## src/hdl/accel_tilt_pitch_angle_defines.svh

```systemverilog
// ---------------------------------------------------------------------------
// Assertion macros for accel_tilt_pitch_angle
// Checks sampled at clk, off while rst_n is low.
// ---------------------------------------------------------------------------
`ifndef ACCEL_TILT_PITCH_ANGLE_DEFINES_SVH
`define ACCEL_TILT_PITCH_ANGLE_DEFINES_SVH

// same-cycle implication
`define ATP_ASSERT_NOW(lbl, ante, cons, msg) \
  lbl: assert property (@(posedge clk) disable iff (!rst_n) (ante) |-> (cons)) \
    else $error(msg);

// next-cycle implication
`define ATP_ASSERT_NEXT(lbl, ante, cons, msg) \
  lbl: assert property (@(posedge clk) disable iff (!rst_n) (ante) |=> (cons)) \
    else $error(msg);

`endif

```

## src/hdl/atp_pkg.sv

```systemverilog
// ---------------------------------------------------------------------------
// atp_pkg
// Shared types and constants for the accelerometer pitch angle block.
// ---------------------------------------------------------------------------
package atp_pkg;

  localparam int CW = 3;    // channel tag
  localparam int DW = 16;   // raw samples, offsets, pitch
  localparam int AW = 21;   // corrected axis, counts*16
  localparam int PW = 34;   // CORDIC x/y datapath
  localparam int ZW = 26;   // angle accumulator, degrees Q16
  localparam int GUARD = 10;
  localparam int TABLE_LEN = 24;
  localparam int CORDIC_STAGES_DEF = 16;

  localparam int KW = 30;
  localparam logic [KW-1:0] INV_GAIN = 30'd652032874;  // round(2^30/K)
  localparam int PITCH_LIMIT = 23040;

  localparam logic [21:0] ATAN_DEG_Q16 [TABLE_LEN] = '{
    22'd2949120, 22'd1740967, 22'd919879, 22'd466945, 22'd234379, 22'd117304,
    22'd58666,   22'd29335,   22'd14668,  22'd7334,   22'd3667,   22'd1833,
    22'd917,     22'd458,     22'd229,    22'd115,    22'd57,     22'd29,
    22'd14,      22'd7,       22'd4,      22'd2,      22'd1,      22'd0
  };

  typedef enum logic [1:0] {
    REG_OFFSET_X = 2'd0,
    REG_OFFSET_Y = 2'd1,
    REG_OFFSET_Z = 2'd2
  } reg_idx_t;

  // item tag carried alongside the datapath
  typedef struct packed {
    logic          valid;
    logic [CW-1:0] channel;
    logic          nz;       // negated x is nonzero
  } tag_t;

endpackage

```

## src/hdl/atp_cell.sv

```systemverilog
// ---------------------------------------------------------------------------
// atp_cell
// One vectoring CORDIC micro-rotation, registered. With ACC set the cell adds its
// table angle to z when y is positive and subtracts it otherwise; otherwise z passes through as a side value.
// ---------------------------------------------------------------------------
module atp_cell #(
  parameter int STAGE = 0,
  parameter int W     = 34,
  parameter int ZBITS = 26,
  parameter bit ACC   = 1'b1
) (
  input  logic                    clk,
  input  logic                    rst_n,
  input  logic signed [W-1:0]     in_x,
  input  logic signed [W-1:0]     in_y,
  input  logic signed [ZBITS-1:0] in_z,
  input  atp_pkg::tag_t           in_tag,
  output logic signed [W-1:0]     out_x,
  output logic signed [W-1:0]     out_y,
  output logic signed [ZBITS-1:0] out_z,
  output atp_pkg::tag_t           out_tag
);
  import atp_pkg::*;

  localparam logic signed [ZBITS-1:0] ANG = ZBITS'(ATAN_DEG_Q16[STAGE]);

  logic signed [W-1:0]     dx, dy;
  logic signed [W-1:0]     x_nxt, y_nxt, x_r, y_r;
  logic signed [ZBITS-1:0] z_nxt, z_r;
  tag_t                    tag_r;

  always_comb begin
    dx = in_y >>> STAGE;
    dy = in_x >>> STAGE;
    if (in_y > 0) begin
      x_nxt = in_x + dx;
      y_nxt = in_y - dy;
      z_nxt = ACC ? in_z + ANG : in_z;
    end else begin
      x_nxt = in_x - dx;
      y_nxt = in_y + dy;
      z_nxt = ACC ? in_z - ANG : in_z;
    end
  end

  always_ff @(posedge clk) begin
    if (!rst_n) begin
      tag_r.valid <= 1'b0;
    end else begin
      tag_r.valid <= in_tag.valid;
    end
    x_r           <= x_nxt;
    y_r           <= y_nxt;
    z_r           <= z_nxt;
    tag_r.channel <= in_tag.channel;
    tag_r.nz      <= in_tag.nz;
  end

  assign out_x   = x_r;
  assign out_y   = y_r;
  assign out_z   = z_r;
  assign out_tag = tag_r;

endmodule

```

## config.mk

```make
export PLATFORM = sky130hd
export DESIGN_NAME = atp_cell
export DESIGN_NICKNAME = d
export VERILOG_FILES = /design/src/hdl/accel_tilt_pitch_angle_defines.svh /design/src/hdl/atp_pkg.sv /design/src/hdl/atp_cell.sv
export SDC_FILE = /design/constraint.sdc
export NUM_CORES = 1
export LEC_CHECK = 0
export ABC_AREA = 1
export BUFFER_PORTS_ARGS = -buffer_cell sky130_fd_sc_hd__buf_2
export CORE_UTILIZATION = 50
export DETAILED_ROUTE_END_ITERATION = 12
export PLACE_DENSITY = 0.77
export SYNTH_ARGS = -nofsm -noshare
export SYNTH_HDL_FRONTEND = slang
export SYNTH_SLANG_ARGS = --single-unit
```

## constraint.sdc

```tcl
create_clock -name clk -period 3.74 [get_ports clk]
set_input_delay 0.748 -clock clk [delete_from_list [all_inputs] [get_ports clk]]
set_output_delay 0.748 -clock clk [all_outputs]
set_load 0.05 [all_outputs]
```

==> results.py <==
metrics = {
    "outcome": {
        "status": "completed",
    },
    "worst_setup_path": {
        "cpPeakStageDelay_ns": 0.35,
        "crit_type": "primary input to register",
        "crit_path_top_delay_cell": "ha_1",
        "end_kind": "register",
        "critical_path_buf_inv_count": 3,
        "cp_cell_sequence": "buf_2 > inv_1 > nand4_1 > nor3_1 > nand4_1 > nand2_2 > buf_4 > ha_1 > a21oi_1 > o21ai_0 > a21oi_1 > nor2_1 > nor2_1 > xnor2_1",
        "start_kind": "primary input",
        "worstPathArrival_ns": 3.24,
        "critPathMaxFanout": 24,
        "cp_top_family": "simple AND/OR/NAND/NOR gates",
        "worstPathRequired_ns": 4.03,
    },
    "pwr": {
        "p_leak_nw": 6.19,
        "cell_internal_pwr_mw": 2.23,
        "vdd_drop_max_uv": 226,
        "switching_power_mw": 2.13,
        "total_power_mw": 4.36,
        "seqPwrFrac": 0.286,
        "powerDensity_mw_per_mm2": 393,
        "p_sw_frac": 0.488,
        "pwr-share-clk": 0.224,
        "pwr-share-comb": 0.490,
    },
    "global_route": {
        "grt_overflow": 0,
        "grt_max_degree": 51,
        "grt_pass1_wl_mm": 50.3,
        "grt_pass1_vias": 9945,
        "antenna_found_initial": 0,
        "grt_usage": 0.326,
    },
    "clock_network": {
        "cts_sinks": 98,
        "clk_pin_slew_ns": 0.08,
        "cts-root-buf": "clkbuf_16",
        "cts_hold_buf": 0,
        "clk_path_buf_depth": 2,
        "cts_tree": "yes",
        "cts_resized": 0,
        "numCtsBuffers": 9,
        "htree_levels": 3,
        "postCtsSetupRepairBufs": 0,
    },
    "timing": {
        "min_period_ns": 2.95,
        "max_slew_margin": 0.607,
        "hold_violations": 0,
        "maxSlewViolCount": 0,
        "fmax_mhz": 339,
        "final-setup-viol-count": 0,
        "fin_crit_sh": 0.790,
        "worstMarginPinSlew_ns": 0.590,
        "rsz0062_at_grt": "false",
        "setup_tns_ns": 0,
    },
    "placement": {
        "place_inst": 2036,
        "placed_area_sq_mm": 0.0108,
        "gp_congestion": 0.989,
        "io_buffers": 199,
        "hpwl_mm": 27.2,
    },
    "drt": {
        "routed_wirelength_mm": 32.5,
        "drt_iter0_drc": 1076,
        "wl_per_cell_microns": 15.8,
        "drt-pass1-iter-count": 6,
        "drc_errors": 0,
        "vias": 11000,
        "via_per_inst": 5.38,
        "ant_nets": 0,
    },
    "floorplanning": {
        "std_cell_rows": 50,
        "die_w_microns": 141,
        "start_util": 0.514,
        "io_pins": 200,
        "die_h_microns": 141,
        "coreArea_sq_mm": 0.0189,
        "die_area_sq_mm": 0.0200,
    },
    "layout": {
        "nNetsFinal": 1999,
        "n_antenna_cell": 0,
        "fillers": 2010,
        "drive_gt1_frac": 0.129,
        "final_area_sq_mm": 0.0111,
        "post-route-util": 0.588,
        "stdcell_count": 2052,
        "syn2layout_area_growth_pct": 14.4,
    },
    "yosys": {
        "synth_edf_count": 0,
        "synth_cells": 1618,
        "synth_nets": 1830,
        "syn_area_sq_mm": 0.00970,
        "async_flop_share": 0,
        "ys_top_cells_by_area": "dfxtp_1, nand2_1, ha_1, inv_1, nand3_1",
        "avgSynthCellArea_sq_um": 6.00,
        "yosysSeqAreaShare": 0.202,
        "ys.flop_type": "dfxtp_1",
        "synth_top_area_cell": "dfxtp_1",
        "synth_top_area_frac": 0.202,
        "ys_warn_count": 0,
        "synthDistinctLibCells": 35,
        "yosys_register_bits": 98,
    },
    "job": {
        "maxCapViolations": 0,
    },
    "worst_hold_path": {
        "hold_path_class": "primary input to register",
    },
}
-- power groups by stage --
stage / combinational, mW / clock, mW / sequential, mW
2_1_floorplan: 0.950 / 0 / 1.87
3_3_place_gp: 2.08 / 0 / 1.27
3_5_place_dp: 2.10 / 0 / 1.28
4_1_cts: 2.10 / 0.993 / 1.25
5_1_grt: 2.30 / 1.04 / 1.27
6_report: 2.14 / 0.978 / 1.25
-- routing by layer --
metal,part of all wire,up-vias,GRT usage
met5,0,-,0
met4,0.032,0,0.114
met3,0.10,57,0.0557
met2,0.44,593,0.521
met1,0.43,4924,0.442
li1,-,5464,-
-- cells in the mapped netlist (16+ instances only) --
master / count
o21ai_0: 93
xor2_1: 41
dfxtp_1: 98
o21bai_1: 16
nand3_1: 151
nand2_1: 477
buf_2: 29
nor2_1: 117
ha_1: 107
nor3_1: 21
a21oi_1: 121
nand4_1: 21
inv_1: 258
-- metrics by stage --
step           hold WS, ns  setup WS (ns)
2_1_floorplan        0.776          0.838
3_5_place_dp         0.852          0.394
3_3_place_gp         0.851          0.492
4_1_cts              0.475          0.777
5_1_grt              0.458          0.529
6_report             0.474          0.786
-- cells by family after synthesis --
family	synth area share
flip-flops	0.202
buffers and inverters	0.128
XOR/XNOR	0.0397
AND/OR/NAND/NOR	0.348
adder cells (fa/ha/maj)	0.146
AO/OA/AOI/OAI	0.136
-- registers in the layout (all words and copies together) (netlist names) --
signal / count
out_x: 34
out_y: 33
out_z: 26
out_tag: 5
-- layout make-up --
cell class / count / area (sq um) / share of cell area
repair buffers: 202 / 1020 / 0.0917
inverters: 262 / 983 / 0.0886
well taps: 260 / 325 / 0.0293
multi-input cells: 1214 / 6510 / 0.586
clock buffers: 9 / 225 / 0.0203
clock inverters: 7 / 81.3 / 0.00733
flip-flops and latches: 98 / 1960 / 0.177
-- path summary, 6_finish.rpt --
kind / end / from / cells after the start / slack (ns)
setup / recovery: out_z[23] / in_y[23] / 14 / 0.79
hold / removal: out_z[2] / in_z[2] / 1 / 0.47
-- placed cells by master, fill, tap and decap left out, drive strengths merged, types with 21 or more instances in the layout --
cell type,instances
inv,264
xor2,41
nand4,21
nor3,22
ha,107
nor2,120
dfxtp,98
nand3,152
buf,202
a21oi,121
o21ai,101
nand2,479
Power figures use the tool's default switching activity.
