[src/hdl/accel_tilt_pitch_angle_defines.svh]
// ---------------------------------------------------------------------------
// Assertion macros for accel_tilt_pitch_angle
// Checks sampled at clk, off while rst_n is low.
// ---------------------------------------------------------------------------
`ifndef ACCEL_TILT_PITCH_ANGLE_DEFINES_SVH
`define ACCEL_TILT_PITCH_ANGLE_DEFINES_SVH

// same-cycle implication
`define ATP_ASSERT_NOW(lbl, ante, cons, msg) \
  lbl: assert property (@(posedge clk) disable iff (!rst_n) (ante) |-> (cons)) \
    else $error(msg);

// next-cycle implication
`define ATP_ASSERT_NEXT(lbl, ante, cons, msg) \
  lbl: assert property (@(posedge clk) disable iff (!rst_n) (ante) |=> (cons)) \
    else $error(msg);

`endif

[src/hdl/atp_pkg.sv]
// ---------------------------------------------------------------------------
// atp_pkg
// Shared types and constants for the accelerometer pitch angle block.
// ---------------------------------------------------------------------------
package atp_pkg;

  localparam int CW = 3;    // channel tag
  localparam int DW = 16;   // raw samples, offsets, pitch
  localparam int AW = 21;   // corrected axis, counts*16
  localparam int PW = 34;   // CORDIC x/y datapath
  localparam int ZW = 26;   // angle accumulator, degrees Q16
  localparam int GUARD = 10;
  localparam int TABLE_LEN = 24;
  localparam int CORDIC_STAGES_DEF = 16;

  localparam int KW = 30;
  localparam logic [KW-1:0] INV_GAIN = 30'd652032874;  // round(2^30/K)
  localparam int PITCH_LIMIT = 23040;

  localparam logic [21:0] ATAN_DEG_Q16 [TABLE_LEN] = '{
    22'd2949120, 22'd1740967, 22'd919879, 22'd466945, 22'd234379, 22'd117304,
    22'd58666,   22'd29335,   22'd14668,  22'd7334,   22'd3667,   22'd1833,
    22'd917,     22'd458,     22'd229,    22'd115,    22'd57,     22'd29,
    22'd14,      22'd7,       22'd4,      22'd2,      22'd1,      22'd0
  };

  typedef enum logic [1:0] {
    REG_OFFSET_X = 2'd0,
    REG_OFFSET_Y = 2'd1,
    REG_OFFSET_Z = 2'd2
  } reg_idx_t;

  // item tag carried alongside the datapath
  typedef struct packed {
    logic          valid;
    logic [CW-1:0] channel;
    logic          nz;       // negated x is nonzero
  } tag_t;

endpackage

[src/hdl/atp_gain.sv]
// ---------------------------------------------------------------------------
// atp_gain
// CORDIC gain compensation: floor(x * round(2^30/K) / 2^30), split into two
// partial products and summed in the following stage.
// ---------------------------------------------------------------------------
module atp_gain (
  input  logic                         clk,
  input  logic                         rst_n,
  input  logic signed [atp_pkg::PW-1:0] in_x,
  input  logic signed [atp_pkg::AW-1:0] in_num,
  input  atp_pkg::tag_t                 in_tag,
  output logic signed [atp_pkg::PW-1:0] out_mag,
  output logic signed [atp_pkg::AW-1:0] out_num,
  output atp_pkg::tag_t                 out_tag
);
  import atp_pkg::*;

  localparam int LB = 17;
  localparam int HB = PW - LB;
  localparam int SW = 64;

  logic        [LB+KW-1:0]   plo_r;
  logic signed [HB+KW:0]     phi_r;
  logic signed [AW-1:0]      num1_r, num2_r;
  tag_t                      tag1_r, tag2_r;
  logic signed [PW-1:0]      mag_r;
  logic signed [SW-1:0]      sum;
  logic signed [HB-1:0]      xh;
  logic        [LB-1:0]      xl;

  assign xl = in_x[LB-1:0];
  assign xh = in_x[PW-1:LB];

  always_comb begin
    sum = (SW'(phi_r) <<< LB) + SW'($signed({1'b0, plo_r}));
  end

  always_ff @(posedge clk) begin
    if (!rst_n) begin
      tag1_r.valid <= 1'b0;
      tag2_r.valid <= 1'b0;
    end else begin
      tag1_r.valid <= in_tag.valid;
      tag2_r.valid <= tag1_r.valid;
    end
    plo_r          <= (LB+KW)'(xl) * (LB+KW)'(INV_GAIN);
    phi_r          <= (HB+KW+1)'(xh) * (HB+KW+1)'($signed({1'b0, INV_GAIN}));
    num1_r         <= in_num;
    tag1_r.channel <= in_tag.channel;
    tag1_r.nz      <= in_tag.nz;
    mag_r          <= PW'(sum >>> KW);
    num2_r         <= num1_r;
    tag2_r.channel <= tag1_r.channel;
    tag2_r.nz      <= tag1_r.nz;
  end

  assign out_mag = mag_r;
  assign out_num = num2_r;
  assign out_tag = tag2_r;

  `include "accel_tilt_pitch_angle_defines.svh"

  `ATP_ASSERT_NEXT(a_gain_flow, tag1_r.valid, tag2_r.valid, "gain stage dropped an item")
  `ATP_ASSERT_NEXT(a_gain_in, in_tag.valid, tag1_r.valid, "gain stage lost an item")
  `ATP_ASSERT_NEXT(a_gain_idle, !in_tag.valid && !tag1_r.valid, !tag2_r.valid,
                   "gain stage invented an item")

endmodule

[config.mk]
export PLATFORM = sky130hd
export DESIGN_NAME = atp_gain
export DESIGN_NICKNAME = d
export VERILOG_FILES = /design/src/hdl/atp_pkg.sv /design/src/hdl/atp_gain.sv
export VERILOG_INCLUDE_DIRS = /design/src /design/src/hdl
export SDC_FILE = /design/constraint.sdc
export NUM_CORES = 1
export LEC_CHECK = 0
export BUFFER_PORTS_ARGS = -buffer_cell sky130_fd_sc_hd__buf_2
export CORE_MARGIN = 2
export CORE_UTILIZATION = 25
export DETAILED_ROUTE_END_ITERATION = 16
export PLACE_DENSITY_LB_ADDON = 0.25
export SLEW_MARGIN = 20
export SYNTH_ARGS = -nofsm -noshare
export SYNTH_HDL_FRONTEND = slang
export SYNTH_SLANG_ARGS = --single-unit
export TNS_END_PERCENT = 5
[constraint.sdc]
create_clock -name clk -period 16 [get_ports clk]
set_clock_uncertainty 0.05 [all_clocks]
set_input_delay 3.2 -clock clk [delete_from_list [all_inputs] [get_ports clk]]
set_output_delay 3.2 -clock clk [all_outputs]
set_load 0.05 [all_outputs]
==> results.md, run 1 <==
- Status: completed
- Worst path depth: 22
- Most frequent cells in the layout: inv_1 (589), fa_1 (387), ha_1 (346)
- Clock Sinks: 161
- RD Place Congestion: 0.9102
- Cell count after synthesis: 2050
- Net Count, Synth: 2845
- Hold Crit Start: num1_r[10]
- Worst reg-to-reg path cell count: 11
- # rows: 106
- Crit end category: flip-flop
- Top Ports: ~120
- Post-synth EDFFs: 0
- DRT iter0 DRCs: 620
- Fill cell count: around 8.9k
- CP max stage cell: fa_1
- Antenna diodes: 0
- Area grow syn2layout: 12.23%
- Worst Setup Start Kind: primary input
- Num CTS Buffers: 17
- Initial antenna violation count: 3
- Post-CTS sizing: 0
- CP Buf/Inv Count: 5
- Hold Path End: out_num[10]
- Core ar.: 83820 sq um
- Max Slew Vio Count: 0
- Critical path class: primary input to flip-flop
- Starting Density: 0.2529
- Commonest non-fill, non-tap cell in the layout: inv_1
- Reg2Reg Launch Point: plo_r[32]
- Class of the worst hold path: flip-flop to flip-flop
- Utilization after layout: 0.2838
- # hold bufs at CTS: 0
- Synth area leaders: fa_1 (37%), ha_1 (20%), dfxtp_1 (15%)
- Worst Path Required: around 16 ns
- Yosys top cell area share: 0.3655
- Drt via density: 4.155
- Antenna violation net count after detailed routing: 0
- Port Buf Inserts: 121
- Post-synth ARST share: 0
- Vias in the first global route: 15.25k
- Yosys warnings: 0
- First-pass GRT wire length: 88870 um
- Hold Path Stages: 0
- WL final: 56620 um
- Die height: 295.2 um
- R2r endpoint: out_mag[24]
- Routed len/inst: 17.04 um
- Min Clock Period, post-route: 9.080 ns
- Setup-failing EPs final: 0
- CP Max Fanout: 7
- Largest stage delay, worst path: 0.56 ns
- Final instance area: 23790 sq um
- Post-CTS Setup Inserts: 0
- H-tree Lvls: 4
- Top delay family on crit path: adder cells
- DRC Markers: 0
- DP HPWL: 51260 um
- Drt first pass iters: 5
- Worst path most repeated cell: fa_1
- Measured slew at the worst slew-check pin: 0.6452 ns
- Post-DP Area: roughly 23000 sq um
- Crit path DAT: 9.35 ns
- Clock-pin transition on the worst setup and hold timing paths: roughly 0.080 ns
- Worst-path cell chain: buf_2 > inv_1 > ha_1 > inv_1 > fa_1 > fa_1 > fa_1 > inv_1 > fa_1 > inv_1 > fa_1 > ha_1 > a21o_1 > a31oi_1 > o21bai_1 > a31oi_1 > nand3_1 > a41o_1 > a311o_1 > o21ai_1 > mux2i_1 > nand3_1
- Synth Flop Type: dfxtp_1
- Mapped Avg Cell Area: 10.34 sq um
- Fmax achieved: ~0.11 GHz
- Unique masters post-synth: 64
- Flops & latches, synth: roughly 160
- NumNets Final: 2971
- Worst reg2reg setup slack: around 13 ns
- Post-Syn Area: 21200 sq um
- Fin Setup TNS: 0 ns
- Max Root-Sink Buffers: 2
- Die area: 87130 sq um
- Fin crit share: 0.5675
- Share of layout cells above drive strength 1: 0.07766
- RSZ-0062 raised after global routing: false
- Die width: 295.2 um
- Worst-Skew Late Latency: 0.44 ns
- Global route overflow: 0
- Pin count of the biggest net entering global routing: 19
- Sequential fraction of the synthesis area: 0.1521
- Hold Vio Cnt, Final: 0
- Slew Limit Headroom: 0.5698
- Synth area leader: fa_1
- CTS tree: yes
- Overall routing resource usage: 0.1346
- Max-cap violation count: 0
- Via count: approximately 14k
- Clock root buffer: clkbuf_16
-- worst max path at each step --
stage              from   endpoint  slack, ns
5_1_grt        in_x[23]  phi_r[42]       6.70
4_1_cts        in_x[23]  phi_r[40]       6.94
2_1_floorplan  in_x[20]  phi_r[45]       7.25
6_report       in_x[23]  phi_r[40]       6.92
3_5_place_dp   in_x[20]  phi_r[45]       6.47
3_3_place_gp   in_x[23]  phi_r[46]       6.54
-- sequential cells by signal, summed over array words and instances, names as in the netlist --
name	cells
phi_r	46
out_mag	34
out_tag	5
num1_r	21
plo_r	29
tag1_r	5
out_num	21
-- logic make-up after synthesis --
| family | share of synthesized area |
|---|---|
| AOI/OAI and AO/OA | 0.08341 |
| xor gates and xnor gates | 0.04050 |
| DFF | 0.1521 |
| adders and majority gates | 0.5698 |
| muxes | 0.0004723 |
| and+or+nand+nor | 0.04675 |
| buffers and inverters | 0.1070 |
-- routing by layer --
layer / routed length [um] / global-route usage
met1: 27150 / 0.1880
met2: 26290 / 0.2212
met3: 2357 / 0.02060
met4: 807 / 0.02513
met5: 21 / 0
-- metrics by stage --
step	hold slack, ns	setup WS, ns	std cells
floorplan	0.2596	7.247	2050
CTS	0.2806	6.938	3323
detailed placement	0.2632	6.474	3291
global placement	0.2609	6.536	3291
finish	0.2804	6.920	3323
global route	0.2903	6.701	3323
-- cell usage after synthesis, types with 12 or more instances --
master    count
a21o_1       59
a21oi_1      72
a31oi_1      12
and3_1       14
clkbuf_1     14
dfxtp_1     161
fa_1        387
ha_1        346
inv_1       589
nand2_1      44
nand3_1      19
nand4_1      14
nor2_1       47
nor2b_1      17
o21a_1       15
o21ai_0      27
o21bai_1     15
xnor2_1      61
xor2_1       37
-- cell type report --
cell class | count | area (sq um) | area share
sequential | 161 | 3223 | 0.1355
multi-input combinational | 1285 | 15700 | 0.6602
timing repair buffer | 122 | 613.1 | 0.02577
tap | 1134 | 1419 | 0.05965
inverter | 589 | 2211 | 0.09295
clock inverter | 15 | 191.4 | 0.008048
clock buffer | 17 | 425.4 | 0.01788
Power of run 1 is not shown: default switching activity piles up to over one toggle a cycle in this logic, so the estimate is an artifact.
==> inputs of run 2 (changes only) <==
==> constraint.sdc (replaced) <==
create_clock -name clk -period 9.4 [get_ports clk]
set_clock_uncertainty 0.05 [all_clocks]
set_input_delay 1.88 -clock clk [delete_from_list [all_inputs] [get_ports clk]]
set_output_delay 1.88 -clock clk [all_outputs]
set_load 0.05 [all_outputs]
==> run 2 against run 1 <==
Against the previous run:
- worst setup slack got worse by 5.2 ns
- final area hardly changed
- register-to-register slack lost 6.6 ns
- non-clock buffer count stayed put
- clock-buffer cell count did not move
- sequential share of layout area about the same
- global-route usage hardly changed
- utilization about the same
- wire length fell by 0.46%
- hold slack worse by 0.0033 ns
- largest cell class unchanged
==> results.md, run 2 (synthesized netlist as in run 1, its figures left out) <==
- H-tree Lvls: 4
- Routed len/inst: between 15 and 20 um
- Fin crit share: 0.8181
- RSZ-0062 raised after global routing: false
- Slew Limit Headroom: 0.5362
- Max Slew Vio Count: 0
- Status: completed
- Most frequent cells in the layout: inv_1 (589), fa_1 (387), ha_1 (346)
- CP Max Fanout: 7
- Hold Path Stages: 0
- Worst-Skew Late Latency: 0.44 ns
- RD Place Congestion: 0.9094
- Die width: 295.2 um
- Worst reg-to-reg path cell count: 11
- Max Root-Sink Buffers: 2
- Post-CTS sizing: 0
- Crit end category: flip-flop
- Critical path class: primary input to flip-flop
- Post-CTS Setup Inserts: 0
- Die height: around 300 um
- Commonest non-fill, non-tap cell in the layout: inv_1
- Setup-failing EPs final: 0
- Clock Sinks: 161
- Initial antenna violation count: 3
- Global route overflow: 0
- Clock-pin transition on the worst setup and hold timing paths: 0.07 ns
- Measured slew at the worst slew-check pin: 0.6956 ns
- Class of the worst hold path: flip-flop to flip-flop
- Antenna violation net count after detailed routing: 0
- Die area: 87130 sq um
- DRT iter0 DRCs: 568
- Max FFs per register: 46
- Via count: 13.77k
- Antenna diodes: 0
- # rows: 106
- CTS tree: yes
- Fmax achieved: 0.1300 GHz
- Worst Path Required: 9.72 ns
- Min Clock Period, post-route: between 7 and 8 ns
- Fin Setup TNS: 0 ns
- WL final: 56360 um
- Pin count of the biggest net entering global routing: 19
- Overall routing resource usage: 0.1343
- Drt first pass iters: 4
- First-pass GRT wire length: 88570 um
- Most flop-heavy register: phi_r
- Clock root buffer: clkbuf_16
- Place WS: 1.203 ns
- Port Buf Inserts: 121
- # hold bufs at CTS: 0
- DRC Markers: 0
- NumNets Final: 2971
- Top Ports: 122
- Hold Vio Cnt, Final: 0
- Core ar.: 83820 sq um
- PnR worst setup slack: 1.710 ns
- Starting Density: 0.2529
- Vias in the first global route: around 15k
- Area grow syn2layout: 12.23%
- Worst Setup Start Kind: primary input
- Num CTS Buffers: 17
- Crit path DAT: 8.01 ns
- Hold slack: 0.2771 ns
- Max-cap violation count: 0
- DP HPWL: around 51000 um
- Drt via density: 4.143
- Share of layout cells above drive strength 1: 0.07766
run 2: cell types whose count changed in the layout (fill, tap and decap cells not counted):
cell        previous run  this run
clkinv_4               0         1
clkinvlp_4             2         1
run 2: layout make-up:
cell class	instances	area, sq um
timing repair buffer	122	613.1
clock inverter	15	192.7
tap	1134	1419
clock buffer	17	425.4
fill	8853	60030
sequential	161	3223
multi-input combinational	1285	15700
inverter	589	2211
run 2: final timing paths:
kind                                 from     endpoint  slack [ns]
worst min-delay path            tag1_r[0]   out_tag[0]        0.28
worst max-delay path             in_x[20]    phi_r[45]        1.71
worst max register to register  plo_r[32]  out_mag[33]        6.14
worst min register to register  tag1_r[0]   out_tag[0]        0.28
run 2: routing by layer:
metal | part of all wire | wire length [um] | global-route usage
met5 | 0.00048 | 27 | 0
met4 | 0.021 | 1169 | 0.03269
met3 | 0.046 | 2586 | 0.02293
met2 | 0.46 | 25860 | 0.2185
met1 | 0.47 | 26720 | 0.1851
run 2: critical path, stage by stage:
cell and delay [ns]:
buf_2 0.17, ha_1 0.42, inv_1 0.13, fa_1 0.55
inv_1 0.05, fa_1 0.51, inv_1 0.06, fa_1 0.50
fa_1 0.49, inv_1 0.05, fa_1 0.45, ha_1 0.36
a211o_1 0.28, a21oi_1 0.23, a211oi_1 0.13, a22o_1 0.33
a41oi_2 0.30, o211ai_1 0.19, a311o_1 0.31, a21o_1 0.21
a311oi_2 0.27, xnor2_1 0.14
run 2: stage by stage:
| step | utilization | instance area [sq um] | cells |
|---|---|---|---|
| 2_1_floorplan | - | 21200 | 2050 |
| 3_3_place_gp | 0.2764 | 23170 | 3291 |
| 3_5_place_dp | 0.2764 | 23170 | 3291 |
| 4_1_cts | 0.2838 | 23790 | 3323 |
| 5_1_grt | 0.2838 | 23790 | 3323 |
| 6_report | 0.2838 | 23790 | 3323 |
Power of run 2 is left out for the same reason.
==> inputs of run 3 (changes only) <==
==> constraint.sdc (replaced) <==
create_clock -name clk -period 8 [get_ports clk]
set_clock_uncertainty 0.05 [all_clocks]
set_input_delay 1.6 -clock clk [delete_from_list [all_inputs] [get_ports clk]]
set_output_delay 1.6 -clock clk [all_outputs]
set_load 0.05 [all_outputs]
==> run 3 against run 2 <==
Against the previous run:
- global-route usage up 0.18 points
- flip-flop and latch count did not move
- worst setup slack worse by 1.1 ns
- critical path type unchanged
- critical endpoint unchanged
==> results.md, run 3 (synthesized netlist as in run 1, its figures left out) <==
- WL final: ~57000 um
- Drt first pass iters: 5
- Vias in the first global route: 15.75k
- Worst-path cell chain: buf_2 > inv_1 > ha_1 > inv_1 > fa_1 > fa_1 > fa_1 > inv_1 > fa_1 > inv_1 > fa_1 > ha_1 > a211o_1 > a21oi_1 > a211oi_1 > a22o_1 > a41oi_2 > o211ai_1 > a311o_1 > a21o_1 > a311oi_2 > xnor2_1
- Worst reg2reg setup slack: 4.73 ns
- Crit path DAT: 7.69 ns
- Max Root-Sink Buffers: 2
- Multi-input logic area: between 15000 and 20000 sq um
- Fin Setup TNS: 0 ns
- Hold Vio Cnt, Final: 0
- Initial antenna violation count: 3
- Hold Crit Start: num1_r[3]
- Hold Path Stages: 0
- RSZ-0062 raised after global routing: false
- Status: completed
- Most frequent cells in the layout: inv_1 (589), fa_1 (387), ha_1 (346)
- Post-CTS sizing: 0
- First-pass GRT wire length: 90490 um
- DP HPWL: approximately 52000 um
- Clock root buffer: clkbuf_16
- Crit end category: flip-flop
- Hold Path End: out_num[3]
- Critical path class: primary input to flip-flop
- Core ar.: 83820 sq um
- Worst path most repeated cell: fa_1
- Overall routing resource usage: 0.1361
- Post-CTS Setup Inserts: 0
- Clock Sinks: 161
- CP Max Fanout: 7
- Setup-failing EPs final: 0
- Min Clock Period, post-route: 7.369 ns
- Fin crit share: 0.9211
- Via count: 13.90k
- H-tree Lvls: 4
- Slew Limit Headroom: 0.5270
- Die height: 295.2 um
- Antenna diodes: 0
- Place WS: 0.1362 ns
- Max Slew Vio Count: 0
- Max FFs per register: 46
- DRC Markers: 0
- Register area: approximately 3200 sq um
- Pin count of the biggest net entering global routing: 19
- Die area: 87130 sq um
- Global route overflow: 0
- Measured slew at the worst slew-check pin: 0.7095 ns
- Hold slack: between 0.2 and 0.3 ns
- Largest stage delay, worst path: between 0.5 and 0.6 ns
- Utilization after layout: 0.2857
- Worst reg-to-reg path cell count: 11
- PnR worst setup slack: approximately 0.63 ns
- Clock-pin transition on the worst setup and hold timing paths: ~0.070 ns
- Worst-Skew Late Latency: 0.44 ns
- Antenna violation net count after detailed routing: 0
- Commonest non-fill, non-tap cell in the layout: inv_1
- Worst Path Required: 8.32 ns
- Fill cell count: approximately 9k
- CP max stage cell: fa_1
- DRT iter0 DRCs: 629
- CTS tree: yes
- Top Ports: 122
- RD Place Congestion: 0.9019
- Share of layout cells above drive strength 1: 0.08643
- # rows: around 110
- Fmax achieved: 0.1357 GHz
- Drt via density: between 4 and 5
- Port Buf Inserts: 121
- # hold bufs at CTS: 0
- Class of the worst hold path: flip-flop to flip-flop
- Worst Setup Start Kind: primary input
- Starting Density: 0.2529
- Most flop-heavy register: phi_r
- NumNets Final: around 3k
- Num CTS Buffers: 17
- Die width: 295.2 um
- R2r endpoint: out_mag[33]
- Reg2Reg Launch Point: plo_r[32]
- Routed len/inst: 16.99 um
- Area grow syn2layout: 12.98%
- Max-cap violation count: 0
[run 3: cell count changes in the layout (fill, tap and decap cells not counted), sizes merged]
cell,previous run,this run
buf,122,143
[run 3: critical path, delay by kind of cell]
kind	cells	cell delay, ns
buffers and inverters	5	0.57
AOI/OAI and AO/OA	9	2.27
adders and majority gates	7	3.12
xor gates and xnor gates	1	0.14
[run 3: layout make-up]
cell class,count,share of cell area
inverter,589,0.09233
multi-input combinational,1285,0.6558
clock inverter,15,0.008047
tap,1134,0.05925
clock buffer,17,0.01777
sequential,161,0.1346
timing repair buffer,143,0.03219
[run 3: metrics by stage]
step                      cells  instance area, sq um
after CTS                  3344                 23950
after global routing       3344                 23950
final                      3344                 23950
after floorplan            2050                 21200
after detailed placement   3312                 23330
after global placement     3312                 23330
[run 3: worst max path at each step]
stage	startpoint	end	slack [ns]	cells after the start
floorplan	in_x[20]	phi_r[45]	0.85	21
global placement	in_x[23]	phi_r[45]	0.20	22
detailed placement	in_x[23]	phi_r[45]	0.14	22
CTS	in_x[23]	phi_r[45]	0.58	22
global route	in_x[23]	phi_r[44]	0.31	25
finish	in_x[23]	phi_r[45]	0.63	22
[run 3: metal layers]
layer	wire length, um	global-route usage
met5	27	0
met2	26130	0.2229
met1	27520	0.1922
met3	2347	0.01789
met4	808	0.02600
Power of run 3 is left out for the same reason.
